--- config.mk ---
export PLATFORM = sky130hd
export DESIGN_NAME = trinomial_power_coefficients
export DESIGN_NICKNAME = d
export VERILOG_FILES = /design/src/tpc_pkg.sv /design/src/tpc_ram.sv /design/src/trinomial_power_coefficients.sv
export SDC_FILE = /design/constraint.sdc
export NUM_CORES = 2
export LEC_CHECK = 0
export BUFFER_PORTS_ARGS = -buffer_cell sky130_fd_sc_hd__buf_2
export CAP_MARGIN = 30
export CORE_MARGIN = 2
export CORE_UTILIZATION = 56
export DETAILED_ROUTE_END_ITERATION = 6
export PLACE_DENSITY = 0.71
export SLEW_MARGIN = 20
export SYNTH_ARGS = -nofsm -noshare
export SYNTH_HDL_FRONTEND = slang
export SYNTH_SLANG_ARGS = --single-unit
export TNS_END_PERCENT = 20
--- constraint.sdc ---
create_clock -name i_clk -period 20.2 [get_ports i_clk]
set_input_delay 1.01 -clock i_clk [delete_from_list [all_inputs] [get_ports i_clk]]
set_output_delay 1.01 -clock i_clk [all_outputs]
set_load 0.005 [all_outputs]
--- src/tpc_pkg.sv ---
// Package: shared types and constants for the trinomial power block.
`timescale 1ns / 1ps
package tpc_pkg;

    localparam int COEF_W = 33;
    localparam int EXP_W  = 5;

    typedef logic signed [COEF_W-1:0] t_coef;
    typedef logic [1:0] t_cfg_idx;

    localparam t_cfg_idx REG_COEF_LIMIT   = 2'd0;
    localparam t_cfg_idx REG_DEGREE_LIMIT = 2'd1;

    localparam logic STATUS_VALID   = 1'b0;
    localparam logic STATUS_INVALID = 1'b1;

    typedef enum logic [2:0] {
        S_IDLE,
        S_ERR,
        S_CALC,
        S_EMIT_RD,
        S_EMIT_LD
    } t_state;

endpackage

--- src/tpc_ram.sv ---
// Generic single-port-write, single-port-read RAM with registered read data.
`timescale 1ns / 1ps
module tpc_ram #(
    parameter int WIDTH = 33,
    parameter int DEPTH = 21
) (
    input  logic                     i_clk,
    input  logic                     i_we,
    input  logic [$clog2(DEPTH)-1:0] i_waddr,
    input  logic [WIDTH-1:0]         i_wdata,
    input  logic                     i_re,
    input  logic [$clog2(DEPTH)-1:0] i_raddr,
    output logic [WIDTH-1:0]         o_rdata
);

    logic [WIDTH-1:0] r_mem [DEPTH];
    logic [WIDTH-1:0] r_rdata;

    always_ff @(posedge i_clk) begin
        if (i_we) begin
            r_mem[i_waddr] <= i_wdata;
        end
        if (i_re) begin
            r_rdata <= r_mem[i_raddr];
        end
    end

    assign o_rdata = r_rdata;

endmodule

--- src/trinomial_power_coefficients.sv ---
// Top level: expands (a*x^2 + b*x + c)^d into 2d+1 exact coefficients.
// An invalid request yields its error result through the error state and the output register.
// A valid request runs d multiply passes, pass p computing 2p+1 coefficients,
// then emits the coefficients one by one, each by a RAM read and then an output register load.
// A new request is taken only in idle, once the last result item has been loaded.
// Reset (synchronous, active low) clears control and config; the coefficient RAM is not swept.
`timescale 1ns / 1ps
module trinomial_power_coefficients
    import tpc_pkg::*;
#(
    parameter int MAX_DEGREE = 10
) (
    input  logic        i_clk,
    input  logic        i_rst_n,
    // config write port
    input  logic        i_cfg_wen,
    input  t_cfg_idx    i_cfg_idx,
    input  logic [3:0]  i_cfg_wdata,
    // request stream
    input  logic        s_axis_tvalid,
    output logic        s_axis_tready,
    input  logic [15:0] s_axis_tdata,  // quad_coef[3:0], lin_coef[7:4], const_coef[11:8],
                                       // power_deg[15:12]
    // result stream
    output logic        m_axis_tvalid,
    input  logic        m_axis_tready,
    output logic [39:0] m_axis_tdata,  // exponent[4:0], coefficient[37:5], zero pad[39:38]
    output logic        m_axis_tuser,  // status[0]
    output logic        m_axis_tlast
);

    localparam int DEPTH = 2 * MAX_DEGREE + 1;
    localparam int AW    = $clog2(DEPTH);
    localparam logic [3:0] MAX_DEG4 = 4'(MAX_DEGREE);

    function automatic logic [3:0] f_mag(input logic signed [3:0] v);
        return v[3] ? 4'(-v) : 4'(v);
    endfunction

    t_state r_state, n_state;

    logic [1:0] r_coef_lim;
    logic [3:0] r_deg_lim;

    logic signed [3:0] r_a, r_b, r_c;
    logic [3:0]        r_d;
    logic [3:0]        r_pass, n_pass;
    logic [AW-1:0]     r_k, n_k;
    logic [AW-1:0]     r_e, n_e;

    logic          r_s1_vld, r_s1_first, r_s1_init, r_s1_rd;
    logic [AW-1:0] r_s1_k;
    logic          n_s1_vld, n_s1_first, n_s1_init, n_s1_rd;
    t_coef         r_w0, r_w1;

    logic             r_out_vld, n_out_vld;
    logic [EXP_W-1:0] r_out_exp, n_out_exp;
    t_coef            r_out_coef, n_out_coef;
    logic             r_out_stat, n_out_stat;
    logic             r_out_last, n_out_last;
    logic             out_load;

    logic              in_fire, out_free, req_ok;
    logic signed [3:0] in_a, in_b, in_c;
    logic [3:0]        in_d, dlim, lim4;

    logic              ram_re;
    logic [AW-1:0]     ram_raddr;
    logic [COEF_W-1:0] ram_rdata;

    t_coef                    v_new, t0, t1, rd_coef;
    logic signed [COEF_W+3:0] p_a, p_b, p_c;
    logic signed [COEF_W+5:0] mac_sum;

    assign in_a = s_axis_tdata[3:0];
    assign in_b = s_axis_tdata[7:4];
    assign in_c = s_axis_tdata[11:8];
    assign in_d = s_axis_tdata[15:12];

    assign s_axis_tready = (r_state == S_IDLE);
    assign in_fire       = s_axis_tvalid && s_axis_tready;
    assign out_free      = !r_out_vld || m_axis_tready;

    assign lim4   = {2'b00, r_coef_lim};
    assign dlim   = (r_deg_lim > MAX_DEG4) ? MAX_DEG4 : r_deg_lim;
    assign req_ok = (in_a != 4'sd0) && (f_mag(in_a) <= lim4) && (f_mag(in_b) <= lim4)
                    && (f_mag(in_c) <= lim4) && (in_d != 4'd0) && (in_d <= dlim);

    // multiply stage: new[k] = c*s[k] + b*s[k-1] + a*s[k-2]
    assign rd_coef = $signed(ram_rdata);
    assign v_new   = !r_s1_rd ? '0 : (r_s1_init ? t_coef'(1) : rd_coef);
    assign t1      = r_s1_first ? '0 : r_w1;
    assign t0      = r_s1_first ? '0 : r_w0;
    assign p_c     = r_c * t1;
    assign p_b     = r_b * t0;
    assign p_a     = r_a * v_new;
    assign mac_sum = (COEF_W+6)'(p_c) + (COEF_W+6)'(p_b) + (COEF_W+6)'(p_a);

    tpc_ram #(
        .WIDTH (COEF_W),
        .DEPTH (DEPTH)
    ) u_store (
        .i_clk   (i_clk),
        .i_we    (r_s1_vld),
        .i_waddr (r_s1_k),
        .i_wdata (mac_sum[COEF_W-1:0]),
        .i_re    (ram_re),
        .i_raddr (ram_raddr),
        .o_rdata (ram_rdata)
    );

    always_comb begin
        n_state    = r_state;
        n_pass     = r_pass;
        n_k        = r_k;
        n_e        = r_e;
        n_s1_vld   = 1'b0;
        n_s1_first = 1'b0;
        n_s1_init  = 1'b0;
        n_s1_rd    = 1'b0;
        ram_re     = 1'b0;
        ram_raddr  = r_e;
        out_load   = 1'b0;
        n_out_exp  = r_out_exp;
        n_out_coef = r_out_coef;
        n_out_stat = r_out_stat;
        n_out_last = r_out_last;
        case (r_state)
            S_IDLE: begin
                if (in_fire) begin
                    if (req_ok) begin
                        n_pass  = 4'd1;
                        n_k     = AW'(2);
                        n_state = S_CALC;
                    end else begin
                        n_pass  = 4'd0;
                        n_state = S_ERR;
                    end
                end
            end
            S_ERR: begin
                if (out_free) begin
                    out_load   = 1'b1;
                    n_out_exp  = '0;
                    n_out_coef = '0;
                    n_out_stat = STATUS_INVALID;
                    n_out_last = 1'b1;
                    n_state    = S_IDLE;
                end
            end
            S_CALC: begin
                n_s1_vld   = 1'b1;
                n_s1_first = (r_k == AW'({r_pass, 1'b0}));
                n_s1_init  = (r_pass == 4'd1);
                n_s1_rd    = (r_k >= AW'(2));
                ram_re     = n_s1_rd;
                ram_raddr  = r_k - AW'(2);
                if (r_k == '0) begin
                    if (r_pass == r_d) begin
                        n_e     = AW'({r_d, 1'b0});
                        n_state = S_EMIT_RD;
                    end else begin
                        n_pass = r_pass + 4'd1;
                        n_k    = AW'({n_pass, 1'b0});
                    end
                end else begin
                    n_k = r_k - AW'(1);
                end
            end
            S_EMIT_RD: begin
                ram_re    = 1'b1;
                ram_raddr = r_e;
                n_state   = S_EMIT_LD;
            end
            S_EMIT_LD: begin
                if (out_free) begin
                    out_load   = 1'b1;
                    n_out_exp  = EXP_W'(r_e);
                    n_out_coef = rd_coef;
                    n_out_stat = STATUS_VALID;
                    n_out_last = (r_e == '0);
                    if (r_e == '0) begin
                        n_state = S_IDLE;
                    end else begin
                        n_e     = r_e - AW'(1);
                        n_state = S_EMIT_RD;
                    end
                end
            end
            default: begin
                n_state = S_IDLE;
            end
        endcase
        n_out_vld = out_load ? 1'b1 : (m_axis_tready ? 1'b0 : r_out_vld);
    end

    always_ff @(posedge i_clk) begin
        if (!i_rst_n) begin
            r_state    <= S_IDLE;
            r_pass     <= 4'd0;
            r_s1_vld   <= 1'b0;
            r_out_vld  <= 1'b0;
            r_coef_lim <= 2'd3;
            r_deg_lim  <= 4'd10;
        end else begin
            r_state   <= n_state;
            r_pass    <= n_pass;
            r_s1_vld  <= n_s1_vld;
            r_out_vld <= n_out_vld;
            if (i_cfg_wen) begin
                case (i_cfg_idx)
                    REG_COEF_LIMIT:   r_coef_lim <= i_cfg_wdata[1:0];
                    REG_DEGREE_LIMIT: r_deg_lim  <= i_cfg_wdata;
                    default: ;
                endcase
            end
        end
    end

    always_ff @(posedge i_clk) begin
        if (in_fire) begin
            r_a <= in_a;
            r_b <= in_b;
            r_c <= in_c;
            r_d <= in_d;
        end
        r_k        <= n_k;
        r_e        <= n_e;
        r_s1_first <= n_s1_first;
        r_s1_init  <= n_s1_init;
        r_s1_rd    <= n_s1_rd;
        r_s1_k     <= r_k;
        if (r_s1_vld) begin
            r_w1 <= t0;
            r_w0 <= v_new;
        end
        r_out_exp  <= n_out_exp;
        r_out_coef <= n_out_coef;
        r_out_stat <= n_out_stat;
        r_out_last <= n_out_last;
    end

    assign m_axis_tvalid = r_out_vld;
    assign m_axis_tdata  = {2'b00, r_out_coef, r_out_exp};
    assign m_axis_tuser  = r_out_stat;
    assign m_axis_tlast  = r_out_last;

endmodule

; Yosys cells after proc, flatten, opt, wreduce, memory -nomap -nowiden
; Memory sizes are Yosys's and may differ from the RTL's. A register that Yosys moved wholly into a read port is not among the register bits.
; Cells that the tools add are included.
[classes]
eq_ne = 17
n_lt_le_gt_ge = 6
n_reduce_logical = 26
mul = 3
mux = 51
add_sub_neg = 9
[ops]
columns = cell, count
row1 = 33-bit two-way mux, 6
row2 = 4-bit by 33-bit multiplier with 33-bit output, 3
row3 = 33-bit adder, 2
row4 = 33-bit case mux with 2 select lines, 1
row5 = 5-bit two-way mux, 11
row6 = 5-bit case mux with 2 select lines, 3
row7 = 4-bit two-way mux, 7
row8 = 3-bit two-way mux, 5
row9 = 3-bit case mux with 5 select lines, 1
row10 = 4-bit by 2-bit <= comparator with 1-bit output, 3
row11 = "2-bit inequality test, second input constant", 6
row12 = 4-bit negation, 3
row13 = 1-bit two-way mux, 11
row14 = 5-bit zero test, 2
row15 = 5-bit AND reduction, 2
row16 = "5-bit by 1-bit subtractor with 5-bit output, second input constant", 2
row17 = 4-bit case mux with 2 select lines, 1
row18 = 4-bit AND reduction, 2
row19 = 2-bit nonzero test, 4
row20 = 4-bit nonzero test, 2
row21 = "3-bit by 2-bit == test with 1-bit output, second input constant", 2
row22 = 1-bit logical AND, 6
row23 = 1-bit case mux with 2 select lines, 3
row24 = 5-bit == test, 1
row25 = 20 further kinds, 23
[word_totals]
inputBits = 27
output_inout_bits = 44
ramBits = 693
n_memories = 1
ff_bits = 155
[memory_table]
columns = memory, depth, word_bits, read_ports, rd_clocked_by_memory_dff, wr, line
row1 = u_store.r_mem, 21, 33, 1, 1, 1, tpc_ram.sv:16  ; logic [WIDTH-1:0] r_mem [DEPTH];

; Depth between registers and ports, before layout
[logic_depth]
depth_word = 11
ltp_mapped = 28

; Cells and area by module
; A second synthesis with hierarchy kept.
[hier_totals]
hier_cells = 3270
area_unflattened_um2 = 45990.4
[by_module_without_submodules]
columns = mod, n_inst, seq_area_each_um2, cells_each, area_per_inst_um2
row1 = tpc_ram, 1, 21800.9, 1479, 27909.3
row2 = trinomial_power_coefficients, 1, 4424.2, 1791, 18081.1

; Worst setup path before layout
; OpenSTA, ideal clock, no wires.
[synth_path]
path_type = register -> register
from = reg r_s1_first
to = mem u_store.r_mem[0][29] (data pin)
t_required_ns = 19.875
synth_period_minus_slack_ns = 6.984
path_stages_with_launch = 27
arrival_time_ns = 6.659
path_slack_ns = 13.216
setup_ns = 0.325
cell_sequence = dfxtp_1 > clkbuf_1 > clkinv_1 > clkbuf_1 > a21o_1 > fa_1 > inv_1 > fa_1 > inv_1 > fa_1 > fa_1 > inv_1 > ha_1 > inv_1 > fa_1 > inv_1 > ha_1 > inv_1 > fa_1 > nor2b_1 > o21ai_0 > a21oi_1 > o21ai_1 > o21a_1 > a31oi_1 > nand2_1 > xnor2_1
[synth_between]
elab_chain_cells = 4
elab_cells_between_ends = 6
classes_between = add/sub: 2 / mul: 2 / mux: 2
[synth_lines]
columns = element, line
row1 = start: declaration, trinomial_power_coefficients.sv:51  ; logic r_s1_vld, r_s1_first, r_s1_init, r_s1_rd;
row2 = start signal: assignment, trinomial_power_coefficients.sv:229  ; r_s1_first <= n_s1_first;
row3 = "33-bit two-way mux, on equally long branches", "trinomial_power_coefficients.sv:92, trinomial_power_coefficients.sv:93"
row4 = "4-bit by 33-bit multiplier with 33-bit output, on equally long branches", "trinomial_power_coefficients.sv:94, trinomial_power_coefficients.sv:95"
row5 = 33-bit adder * (2 in series), trinomial_power_coefficients.sv:97  ; assign mac_sum = (COEF_W+6)'(p_c) + (COEF_W+6)'(p_b) + (COEF_W+6)'(p_a);
row6 = via mac_sum[29], trinomial_power_coefficients.sv:73  ; logic signed [COEF_W+5:0] mac_sum;
row7 = end: declaration, tpc_ram.sv:16
; The timed path passes the listed nets; every way through them passes the cells marked *.

; Worst setup path after layout
[layout_path]
from = reg r_s1_first
to = mem u_store.r_mem[2][31] (data pin)
; The elaborated chain is that of the path after synthesis.

==> results.py <==
metrics = {
    "outcome": {
        "outcome": "finished, final reports clean",
    },
    "yosys": {
        "synth-seq-cells": 881,
        "synth_commonest_cells": "edfxtp_1 (858), fa_1 (300), inv_1 (295)",
        "synthFlopType": "edfxtp_1",
        "avgSynthCellArea_um2": 15.3,
        "synthTopCellsByArea": "edfxtp_1 (56%), fa_1 (13%), mux4_2 (8.1%)",
        "async_flop_share_pct": 0,
        "yosysMostFrequentCell": "edfxtp_1",
        "synth_top_cell_area_share_pct": 56.4,
        "yosysSeqAreaShare_pct": 57.4,
        "syn_area_mm2": 0.0457,
        "synth_cell_types": 61,
        "synth_edf_count": 858,
        "synthCells": 2995,
        "synth_top_area_cell": "edfxtp_1",
        "yosysWarnings": 0,
    },
    "clock_network": {
        "cts.sinks": 881,
        "cts_made_buffers": 89,
        "ctsRootBufferMaster": "clkbuf_16",
        "post_cts_resized": 0,
        "cts_hold_buffers": 0,
        "clockBufferDepth": 3,
        "clk_latency_ps": 660,
        "htreeDepth": 3,
        "path_clk_slew_ps": 60,
        "cts_setup_buffers": 0,
        "tritoncts": "done",
    },
    "drt": {
        "drc_errors": 0,
        "routedWlPerCell_um": 25.1,
        "vias_per_cell": 6.01,
        "drt-initial-drc-count": 2588,
        "wirelength_mm": 106,
        "drt-pass1-iter-count": 5,
        "vias": 25356,
        "postRouteAntennaNets": 0,
    },
    "timing": {
        "setup_viol": 0,
        "fin_tns_setup_ps": 0,
        "period_minus_slack_ps": 8020,
        "rsz0062_at_grt": "false",
        "maxSlewViolCount": 0,
        "fin_crit_sh_pct": 39.7,
        "relSlewSlack_pct": 35.2,
        "clock.fmax_ghz": 0.125,
        "fin_ws_ps": 12180,
        "tightest_slew_ps": 972,
        "hold_viol_final": 0,
        "finClkSkew_ps": 36.2,
    },
    "power": {
        "seq_power_share_pct": 43.5,
        "leakage_uw": 0.0188,
        "max-vdd-ir-drop_uv": 129,
        "internal-power_uw": 4920,
        "p_sw_share_pct": 33.2,
        "powerDensity_mw_per_mm2": 145,
        "power_frac_comb_pct": 32.9,
        "p_sw_uw": 2450,
        "clock_power_share_pct": 23.6,
    },
    "finish": {
        "regArea_mm2": 0.0262,
        "final_cell_area_mm2": 0.0507,
        "fin_util_pct": 62.8,
        "final_nets": 3527,
        "n_fill_cell": 5719,
        "multiInputGateArea_mm2": 0.0179,
        "antenna_cells": 0,
        "drive_gt1_share_pct": 16.7,
        "syn_to_final_growth_pct": 10.9,
    },
    "die": {
        "initial_core_util_pct": 56.6,
        "fp.dieW_um": 290,
        "design.core.area_mm2": 0.0807,
        "io_pins": 71,
        "dieArea_mm2": 0.0839,
        "die_h_um": 290,
        "row_count": 104,
    },
    "global_routing": {
        "grt_max_degree": 67,
        "grt_pass1_vias": 26638,
        "grt_usage_pct": 26.1,
        "antenna_found_initial": 8,
        "grt_pass1_wl_mm": 162,
        "grt_overflow": 0,
    },
    "setup_path": {
        "cp-end-kind": "register",
        "start_kind": "register",
        "critPathMaxFanout": 43,
        "cp_data_arrival_time_ps": 8360,
        "slowest_stage": "clkinv_1",
        "slowest_delay_ps": 650,
        "r2r_cells": 25,
        "critPathRequiredTime_ps": 20540,
        "crit_type": "register to register",
    },
    "run": {
        "maxCapViolations": 0,
    },
    "placement": {
        "pre_cts_ws_ps": 11870,
        "placed_area_mm2": 0.0475,
        "gp_congestion": 0.875,
        "portBuffers": 68,
        "dp_hpwl_mm": 65.1,
    },
    "worst_hold_path": {
        "hold_path_class": "register to register",
        "hold_depth": 0,
    },
}
sequential cells by signal, indices dropped and copies added, names as in the netlist, 4 cells and up:
name	count
u_store.r_mem	693
r_b	4
r_deg_lim	4
u_store.o_rdata	33
r_w0	33
r_d	4
r_a	4
r_out_coef	33
r_e	5
r_pass	4
r_out_exp	5
r_w1	33
r_k	5
r_s1_k	5
r_c	4
power by group through the flow:
stage | sequential [uW] | clock, uW | combinational, uW
2_1_floorplan | 3270 | 0 | 1370
4_1_cts | 3210 | 1770 | 2400
5_1_grt | 3210 | 1840 | 2680
3_5_place_dp | 3250 | 0 | 2390
6_report | 3210 | 1740 | 2430
3_3_place_gp | 3250 | 0 | 2200
logic make-up (layout without fill, tap and decap cells):
logic type	after synthesis	in the layout	share of synthesized area, %
AOI/OAI and AO/OA	234	234	3.22
muxes	271	271	10.6
buffers and inverters	450	613	3.97
other	1	2	0.00821
and+or+nand+nor	678	678	7.30
adders and majority gates	417	417	16.3
xor gates and xnor gates	63	63	1.21
DFF	881	881	57.4
worst max-delay path, delay by kind of cell, from the launching register on:
family                   cells  cell delay (ps)
AND/OR/NAND/NOR              3              960
flip-flops                   1              310
AO/OA/AOI/OAI                6             1540
buffers and inverters        8             1490
adder cells (fa/ha/maj)      8             3390
layer usage:
metal,wire [um],track usage (%)
met2,51600,42.4
met4,2800,7.55
met3,7710,3.90
met5,15,0
met1,43800,37.4
per-stage QoR:
| step | hold WS, ps | cells | power, uW |
|---|---|---|---|
| floorplan | 346 | 2996 | 4640 |
| global placement | 480 | 4040 | 5450 |
| detailed placement | 475 | 4046 | 5630 |
| CTS | 488 | 4213 | 7380 |
| global route | 517 | 4219 | 7730 |
| finish | 502 | 4219 | 7370 |
final cells by class:
| cell class | instances | area share [%] |
|---|---|---|
| well taps | 1060 | 2.62 |
| flip-flops and latches | 881 | 51.8 |
| inverters | 298 | 2.21 |
| repair buffers | 148 | 2.02 |
| clock inverters | 58 | 1.49 |
| multi-input cells | 1665 | 35.3 |
| clock buffers | 109 | 4.63 |
cell usage in the layout, fill, tap and decap left out, types with 47 or more instances in the layout:
cell / count
and3_1: 51
nand2_1: 282
clkbuf_16: 91
buf_4: 71
buf_2: 70
nor2b_1: 47
edfxtp_1: 858
mux4_2: 165
fa_1: 300
inv_1: 294
and2_1: 110
mux2i_1: 71
ha_1: 117
xnor2_1: 51
nor2_1: 61
worst paths after layout:
path	startpoint	to	slack [ps]
worst max-delay path	r_s1_first	u_store.r_mem[2][31]	12180
worst min-delay path	r_k[0]	r_s1_k[0]	500
worst max register to register	r_s1_first	u_store.r_mem[2][31]	12180
worst min register to register	r_k[0]	r_s1_k[0]	500
Note: power is estimated with default switching activity, not from simulation.
